==> config.mk <==
export PLATFORM = sky130hd
export DESIGN_NAME = hbm_mean_div
export DESIGN_NICKNAME = d
export VERILOG_FILES = /design/src/rtl/core/hbm_pkg.sv /design/src/rtl/core/hbm_mean_div.sv
export SDC_FILE = /design/constraint.sdc
export NUM_CORES = 1
export LEC_CHECK = 0
export BUFFER_PORTS_ARGS = -buffer_cell sky130_fd_sc_hd__buf_2
export CAP_MARGIN = 0
export CORE_MARGIN = 2
export CORE_UTILIZATION = 46
export CTS_CLUSTER_SIZE = 30
export DETAILED_ROUTE_END_ITERATION = 7
export PLACE_DENSITY_LB_ADDON = 0.15
export SLEW_MARGIN = 30
export SYNTH_ARGS = -nofsm -noshare
export SYNTH_HDL_FRONTEND = slang
export SYNTH_SLANG_ARGS = --single-unit
==> constraint.sdc <==
create_clock -name clock -period 4.95 [get_ports clock]
set_input_delay 0.2475 -clock clock [delete_from_list [all_inputs] [get_ports clock]]
set_output_delay 0.2475 -clock clock [all_outputs]
set_load 0.01 [all_outputs]
==> src/rtl/core/hbm_pkg.sv <==
// ----------------------------------------------------------------------------
// hbm_pkg
// Shared types and constants of the height-binned mean unit: beat payloads,
// operation codes, fixed field widths and parameter defaults.
// ----------------------------------------------------------------------------
package hbm_pkg;

   localparam int NUM_BINS_DEF   = 64;
   localparam int COUNT_BITS_DEF = 24;

   localparam int HEIGHT_W  = 24;
   localparam int VEL_W     = 16;
   localparam int TEMP_W    = 16;
   localparam int SUM_W     = 40;
   localparam int BIN_IDX_W = 6;
   localparam int BIN_H_W   = 30;
   localparam int DROP_W    = 24;
   localparam int BIN_CNT_W = 7;
   localparam int MEAN_W    = 16;

   localparam logic OP_ACCUM = 1'b0;
   localparam logic OP_DRAIN = 1'b1;

   // Register indexes; byte address is index times four.
   localparam logic [1:0] REG_HEIGHT_MIN  = 2'd0;
   localparam logic [1:0] REG_BIN_SPACING = 2'd1;
   localparam logic [1:0] REG_BIN_COUNT   = 2'd2;

   typedef struct packed {
      logic                     opcode;
      logic [HEIGHT_W-1:0]      height;
      logic signed [VEL_W-1:0]  vel_x;
      logic signed [VEL_W-1:0]  vel_y;
      logic signed [VEL_W-1:0]  vel_z;
      logic [TEMP_W-1:0]        temperature;
   } req_type;

   typedef struct packed {
      logic [BIN_IDX_W-1:0]     bin_index;
      logic [BIN_H_W-1:0]       bin_height;
      logic signed [MEAN_W-1:0] mean_x;
      logic signed [MEAN_W-1:0] mean_y;
      logic signed [MEAN_W-1:0] mean_z;
      logic [MEAN_W-1:0]        mean_temp;
      logic                     bin_empty;
      logic [DROP_W-1:0]        dropped;
      logic                     last;
   } rsp_type;

   // One bin's sums handed to the mean divider.
   typedef struct packed {
      logic signed [SUM_W-1:0] sum_x;
      logic signed [SUM_W-1:0] sum_y;
      logic signed [SUM_W-1:0] sum_z;
      logic [SUM_W-1:0]        sum_t;
   } div_sums_type;

   typedef struct packed {
      logic signed [MEAN_W-1:0] mean_x;
      logic signed [MEAN_W-1:0] mean_y;
      logic signed [MEAN_W-1:0] mean_z;
      logic [MEAN_W-1:0]        mean_t;
   } div_means_type;

endpackage

==> src/rtl/core/hbm_mean_div.sv <==
// ----------------------------------------------------------------------------
// hbm_mean_div
// Four-lane restoring divider: divides three signed sums and one unsigned sum
// by a shared count, one quotient bit per cycle, truncating toward zero and
// clamping to the 16-bit mean range.
// ----------------------------------------------------------------------------
module hbm_mean_div
   import hbm_pkg::*;
#(
   parameter int COUNT_BITS = COUNT_BITS_DEF
) (
   input  logic                  clock,
   input  logic                  reset,
   input  logic                  start,
   input  div_sums_type          sums,
   input  logic [COUNT_BITS-1:0] count,
   output logic                  done,
   output div_means_type         means
);

   localparam int LANES  = 4;
   localparam int STEP_W = $clog2(SUM_W);

   logic [SUM_W-1:0]      quo_ff [LANES];
   logic [SUM_W-1:0]      quo_in [LANES];
   logic [COUNT_BITS-1:0] rem_ff [LANES];
   logic [COUNT_BITS-1:0] rem_in [LANES];
   logic [2:0]            neg_ff;
   logic [COUNT_BITS-1:0] cnt_ff;
   logic [STEP_W-1:0]     step_ff;
   logic                  busy_ff;
   logic                  done_ff;

   function automatic logic [SUM_W-1:0] magnitude(input logic signed [SUM_W-1:0] v);
      logic [SUM_W-1:0] r;
      r = v[SUM_W-1] ? (~v + 1'b1) : v;
      return r;
   endfunction

   function automatic logic [MEAN_W-1:0] clamp_signed(input logic [SUM_W-1:0] q,
                                                      input logic neg);
      logic [MEAN_W-1:0] r;
      if (neg) begin
         if (q > SUM_W'(32768)) r = 16'h8000;
         else                   r = ~q[MEAN_W-1:0] + 1'b1;
      end else begin
         if (q > SUM_W'(32767)) r = 16'h7FFF;
         else                   r = q[MEAN_W-1:0];
      end
      return r;
   endfunction

   always_comb begin
      logic [COUNT_BITS:0] sh;
      for (int i = 0; i < LANES; i++) begin
         sh = {rem_ff[i], quo_ff[i][SUM_W-1]};
         if (sh >= {1'b0, cnt_ff}) begin
            rem_in[i] = COUNT_BITS'(sh - {1'b0, cnt_ff});
            quo_in[i] = {quo_ff[i][SUM_W-2:0], 1'b1};
         end else begin
            rem_in[i] = sh[COUNT_BITS-1:0];
            quo_in[i] = {quo_ff[i][SUM_W-2:0], 1'b0};
         end
      end
   end

   always_ff @(posedge clock) begin
      if (reset) begin
         busy_ff <= 1'b0;
         done_ff <= 1'b0;
         step_ff <= '0;
      end else begin
         done_ff <= 1'b0;
         if (start) begin
            busy_ff <= 1'b1;
            step_ff <= '0;
         end else if (busy_ff) begin
            step_ff <= step_ff + 1'b1;
            if (step_ff == STEP_W'(SUM_W - 1)) begin
               busy_ff <= 1'b0;
               done_ff <= 1'b1;
            end
         end
      end
   end

   always_ff @(posedge clock) begin
      if (start) begin
         quo_ff[0] <= magnitude(sums.sum_x);
         quo_ff[1] <= magnitude(sums.sum_y);
         quo_ff[2] <= magnitude(sums.sum_z);
         quo_ff[3] <= sums.sum_t;
         neg_ff    <= {sums.sum_z[SUM_W-1], sums.sum_y[SUM_W-1], sums.sum_x[SUM_W-1]};
         cnt_ff    <= count;
         for (int i = 0; i < LANES; i++) rem_ff[i] <= '0;
      end else if (busy_ff) begin
         for (int i = 0; i < LANES; i++) begin
            quo_ff[i] <= quo_in[i];
            rem_ff[i] <= rem_in[i];
         end
      end
   end

   assign done          = done_ff;
   assign means.mean_x  = clamp_signed(quo_ff[0], neg_ff[0]);
   assign means.mean_y  = clamp_signed(quo_ff[1], neg_ff[1]);
   assign means.mean_z  = clamp_signed(quo_ff[2], neg_ff[2]);
   assign means.mean_t  = (quo_ff[3] > SUM_W'(65535)) ? 16'hFFFF : quo_ff[3][MEAN_W-1:0];

endmodule

==> results.rst <==
.. list-table::
   :header-rows: 1

   * - Metric
     - Value
   * - FMAX
     - 226 MHz
   * - GPL Wtd Cong
     - 0.909
   * - Total global-route track usage
     - 24.2%
   * - Post-synth top flop
     - sky130_fd_sc_hd__edfxtp_1
   * - Number of buffers created by CTS
     - 38
   * - Class of the most critical setup path
     - flip-flop to output pin
   * - Area added between synthesis and finish
     - 17.8%
   * - FF+latch count, synth
     - 291
   * - Post-synthesis share of cell area spent on and, or, nand and nor gates
     - 19.9%
   * - Number of clock sinks seen by CTS
     - 291
   * - Overall routed net length
     - 58700 µm
   * - Final setup violating endpoints
     - 0
   * - Run status
     - completed
   * - Switching part of the total power
     - 31.7%
   * - Clock input transition at the sequential cells of the worst setup and hold paths
     - 0.06 ns
   * - Data required time of the worst path
     - 4.70 ns
   * - Min-delay worst type
     - input pin to flip-flop
   * - Arrival time of the worst setup path
     - around 4.2 ns
   * - Share of the cycle needed by the critical path after routing
     - 89.5%
   * - Internal power
     - 5.58 mW
   * - Critical Path Source Type
     - flip-flop
   * - Number of flops mapped to enable cells by yosys
     - around 280
   * - Layout cells sized above 1
     - 14.0%
   * - Vias per cell
     - 5.76
   * - Slew margin rel.
     - 41.9%
   * - Worst ir drop on vdd
     - between 200 and 300 µV
   * - Clock root buffer master
     - sky130_fd_sc_hd__clkbuf_16
   * - Initial Util
     - 46.5%
   * - Core Box Area
     - 45400 µm²
   * - Final nets
     - 2915
   * - Syn. warnings
     - 0
   * - Critical R2R Launch
     - cnt_ff[0]$_DFFE_PP_
   * - Tightest Pin Transition
     - just under 0.9 ns
   * - Proportion of netlist area held by the largest area contributor
     - 40.3%
   * - Cell types with the highest counts after synthesis
     - 417 x sky130_fd_sc_hd__nand2_1, 283 x sky130_fd_sc_hd__edfxtp_1, 223 x sky130_fd_sc_hd__o21ai_0
   * - Filler Cell Count
     - 4193
   * - Vias in the first global route
     - 18300
   * - Top cell type by total area after synthesis
     - sky130_fd_sc_hd__edfxtp_1
   * - Launch point of the worst hold path
     - sums[55]
   * - Multiplexer fraction of the synthesized cell area
     - about 2.4%
   * - Width of the die
     - 218 µm
   * - Synth Instances
     - around 2400
   * - Netlist Area Pre-Place
     - 21100 µm²
   * - Port Buffers
     - ~250
   * - Hold Violations, Final
     - 0
   * - Worst-path maximum fanout
     - 12
   * - Deepest level of the CTS H-tree
     - 2
   * - Mapped Nets
     - between 2000 and 3000
   * - Average detailed-routed wire length per instance
     - 18.0 µm
   * - Chip Height
     - 218 µm
   * - Post-layout min period
     - 4.43 ns
   * - Overflow left after global routing
     - 0
   * - First-pass GRT wire length
     - just over 90000 µm
   * - Total Power Consumption
     - 8.17 mW
   * - HPWL Detailed
     - about 42000 µm
   * - Launch point of the critical path
     - quo_ff[0][0]$_DFFE_PP_
   * - Count leader, synth
     - sky130_fd_sc_hd__nand2_1
   * - Number of primary I/O pins
     - 252
   * - Clock buffer depth
     - 3
   * - Final sum of negative setup slack
     - 0 ns
   * - Largest clock skew in the final design
     - roughly 0.013 ns
   * - Via Count
     - 18800
   * - Cell types occupying the most area after synthesis
     - sky130_fd_sc_hd__edfxtp_1 40%, sky130_fd_sc_hd__nand2_1 7.4%, sky130_fd_sc_hd__ha_1 6.1%, sky130_fd_sc_hd__xor2_1 5.4%, sky130_fd_sc_hd__o21ai_0 5.3%
   * - Antenna violation net count after detailed routing
     - 0
   * - Sequential share of the synthesized area
     - between 40% and 50%
   * - P_leak
     - around 10 nW
   * - Combinational fraction of design power
     - between 20% and 30%
   * - Max-slew violation count
     - 0
   * - Average instance area after synthesis
     - 8.97 µm²
   * - Clock share of power
     - roughly 35%
   * - Total power divided by cell area
     - 329 nW/µm²
   * - Maximum Capacitance Violations
     - 0
   * - Insertion delay to the later sink of the worst-skew pair
     - 0.56 ns
   * - Net switching power
     - 2.59 mW
   * - Compound-gate portion of the synthesized area
     - 18.9%
   * - Unrepaired setup endpoints after global routing
     - no
   * - Full die area
     - 47600 µm²
   * - Number of placement rows
     - 78
   * - Endpoint kind of the worst setup timing path
     - output pin
   * - Yosys cell types
     - a little under 80
   * - Share of synthesized flip-flops with an asynchronous set or reset
     - 0%
   * - Post-cts gate resize count
     - 0
   * - Detailed-routing iteration count for the pre-antenna-repair pass
     - 6
   * - Number of antenna violations at the first check in global routing
     - 5
   * - DRC violation total after the first TritonRoute iteration
     - about 1300
   * - Dominant combinational cell family by area after synthesis
     - simple AND/OR/NAND/NOR gates
   * - CTS tree
     - yes
   * - Fraction of the mapped netlist area in adder cells
     - around 6.5%
   * - Flop pwr share
     - 39.7%
   * - Largest net degree at the start of global routing
     - 104
   * - Drc violations
     - 0
   * - Area share of xor/xnor cells in the synthesized design
     - 7.84%
==> cells in the final DEF, fill, tap and decap left out, types with 10 or more instances in the layout <==
master / Yosys / routed
sky130_fd_sc_hd__buf_2: 1 / 251
sky130_fd_sc_hd__inv_1: 84 / 84
sky130_fd_sc_hd__a211oi_1: 29 / 29
sky130_fd_sc_hd__xnor2_1: 58 / 58
sky130_fd_sc_hd__mux2i_1: 51 / 51
sky130_fd_sc_hd__clkbuf_16: 0 / 38
sky130_fd_sc_hd__o21ai_0: 223 / 223
sky130_fd_sc_hd__nor2_1: 150 / 150
sky130_fd_sc_hd__or3_1: 49 / 49
sky130_fd_sc_hd__o21bai_1: 12 / 12
sky130_fd_sc_hd__or4_1: 22 / 22
sky130_fd_sc_hd__o31ai_1: 41 / 41
sky130_fd_sc_hd__o211ai_1: 13 / 13
sky130_fd_sc_hd__nor3_1: 40 / 40
sky130_fd_sc_hd__nand4_1: 24 / 24
sky130_fd_sc_hd__ha_1: 103 / 103
sky130_fd_sc_hd__a21o_1: 52 / 52
sky130_fd_sc_hd__a21oi_1: 133 / 133
sky130_fd_sc_hd__o311ai_0: 14 / 14
sky130_fd_sc_hd__nand3_1: 52 / 52
sky130_fd_sc_hd__nor4_1: 35 / 35
sky130_fd_sc_hd__buf_4: 1 / 14
sky130_fd_sc_hd__o41ai_1: 21 / 21
sky130_fd_sc_hd__a31oi_1: 11 / 10
sky130_fd_sc_hd__nand2b_1: 17 / 16
sky130_fd_sc_hd__nand2_1: 417 / 417
sky130_fd_sc_hd__nor2b_1: 18 / 17
sky130_fd_sc_hd__xor2_1: 131 / 131
sky130_fd_sc_hd__and3_1: 14 / 14
sky130_fd_sc_hd__o21a_1: 17 / 16
sky130_fd_sc_hd__edfxtp_1: 283 / 283
sky130_fd_sc_hd__dlygate4sd3_1: 0 / 65
==> path summary, 6_finish.rpt <==
check                           slack, ns                           to  cells after the start
worst min register to register       0.49      step_ff[5]$_SDFFE_PP0P_                      2
worst max register to register       1.31  rem_ff[2][22]$_SDFFCE_PN0P_                     11
worst min-delay path                 0.06      quo_ff[2][15]$_DFFE_PP_                      3
worst max-delay path                 0.52                    means[58]                     10
==> flip-flops by register name, summed over array words and instances (netlist names) <==
signal,flops
busy_ff,1
neg_ff,3
quo_ff,160
rem_ff,96
done,1
step_ff,6
cnt_ff,24
==> final cells by class <==
| type | instances | area (µm²) | share of cell area, % |
|---|---|---|---|
| sequential | 291 | 8660 | 34.8 |
| timing repair buffer | 334 | 2100 | 8.45 |
| clock inverter | 24 | 268 | 1.08 |
| tap | 600 | 751 | 3.02 |
| inverter | 84 | 315 | 1.27 |
| antenna | 6 | 15.0 | 0.0604 |
| clock buffer | 45 | 977 | 3.93 |
| multi-input combinational | 1872 | 11800 | 47.4 |
==> power by group through the flow <==
stage	sequential [mW]	clock [mW]	combinational [mW]
detailed placement	3.28	0	2.05
global route	3.28	2.97	2.34
finish	3.24	2.82	2.11
floorplan	3.21	0	1.50
global placement	3.28	0	2.01
CTS	3.24	2.88	2.10
==> metrics by stage <==
stage	cells	hold slack (ns)	util (%)	setup WS, ns	area, µm²
2_1_floorplan	2352	0.320	-	0.731	21100
3_3_place_gp	3115	0.426	50.5	1.14	22900
3_5_place_dp	3116	0.426	50.6	1.16	22900
4_1_cts	3250	0.0376	54.7	0.531	24800
5_1_grt	3253	0.0575	54.8	0.187	24900
6_report	3256	0.0625	54.8	0.517	24900
==> layer usage <==
metal  share of wire [%]  up-vias  wire [µm]  GRT usage (%)
met5               0.024        -         14              0
met4                 2.2        2       1310           7.37
met3                 5.4       94       3170           3.87
met2                  47      482      27800           40.3
met1                  45     8968      26400           32.2
li1                    -     9217          -              -
==> critical path, cell delays in order (launching register included) <==
cell,delay (ns)
sky130_fd_sc_hd__edfxtp_1,0.50
sky130_fd_sc_hd__inv_1,0.13
sky130_fd_sc_hd__ha_1,0.20
sky130_fd_sc_hd__nor3b_2,0.29
sky130_fd_sc_hd__nand4_1,0.16
sky130_fd_sc_hd__or3_1,0.41
sky130_fd_sc_hd__o41ai_1,0.64
sky130_fd_sc_hd__nand3_1,0.47
sky130_fd_sc_hd__or3b_2,0.57
sky130_fd_sc_hd__nand3_1,0.10
sky130_fd_sc_hd__buf_2,0.15
==> logic make-up (layout without fill, tap and decap cells) <==
kind of cell / count (synthesis) / count (layout)
muxes: 51 / 51
and+or+nand+nor: 891 / 891
other: 0 / 6
DFF: 291 / 291
adders and majority gates: 107 / 107
buffers and inverters: 189 / 487
AOI/OAI and AO/OA: 634 / 634
xor gates and xnor gates: 189 / 189
==> what timing repair did <==
item                      CTS  global route
buffers inserted            0             0
hold endpoints to repair   66             0
hold buffers               65             0
Power figures use the tool's default switching activity.
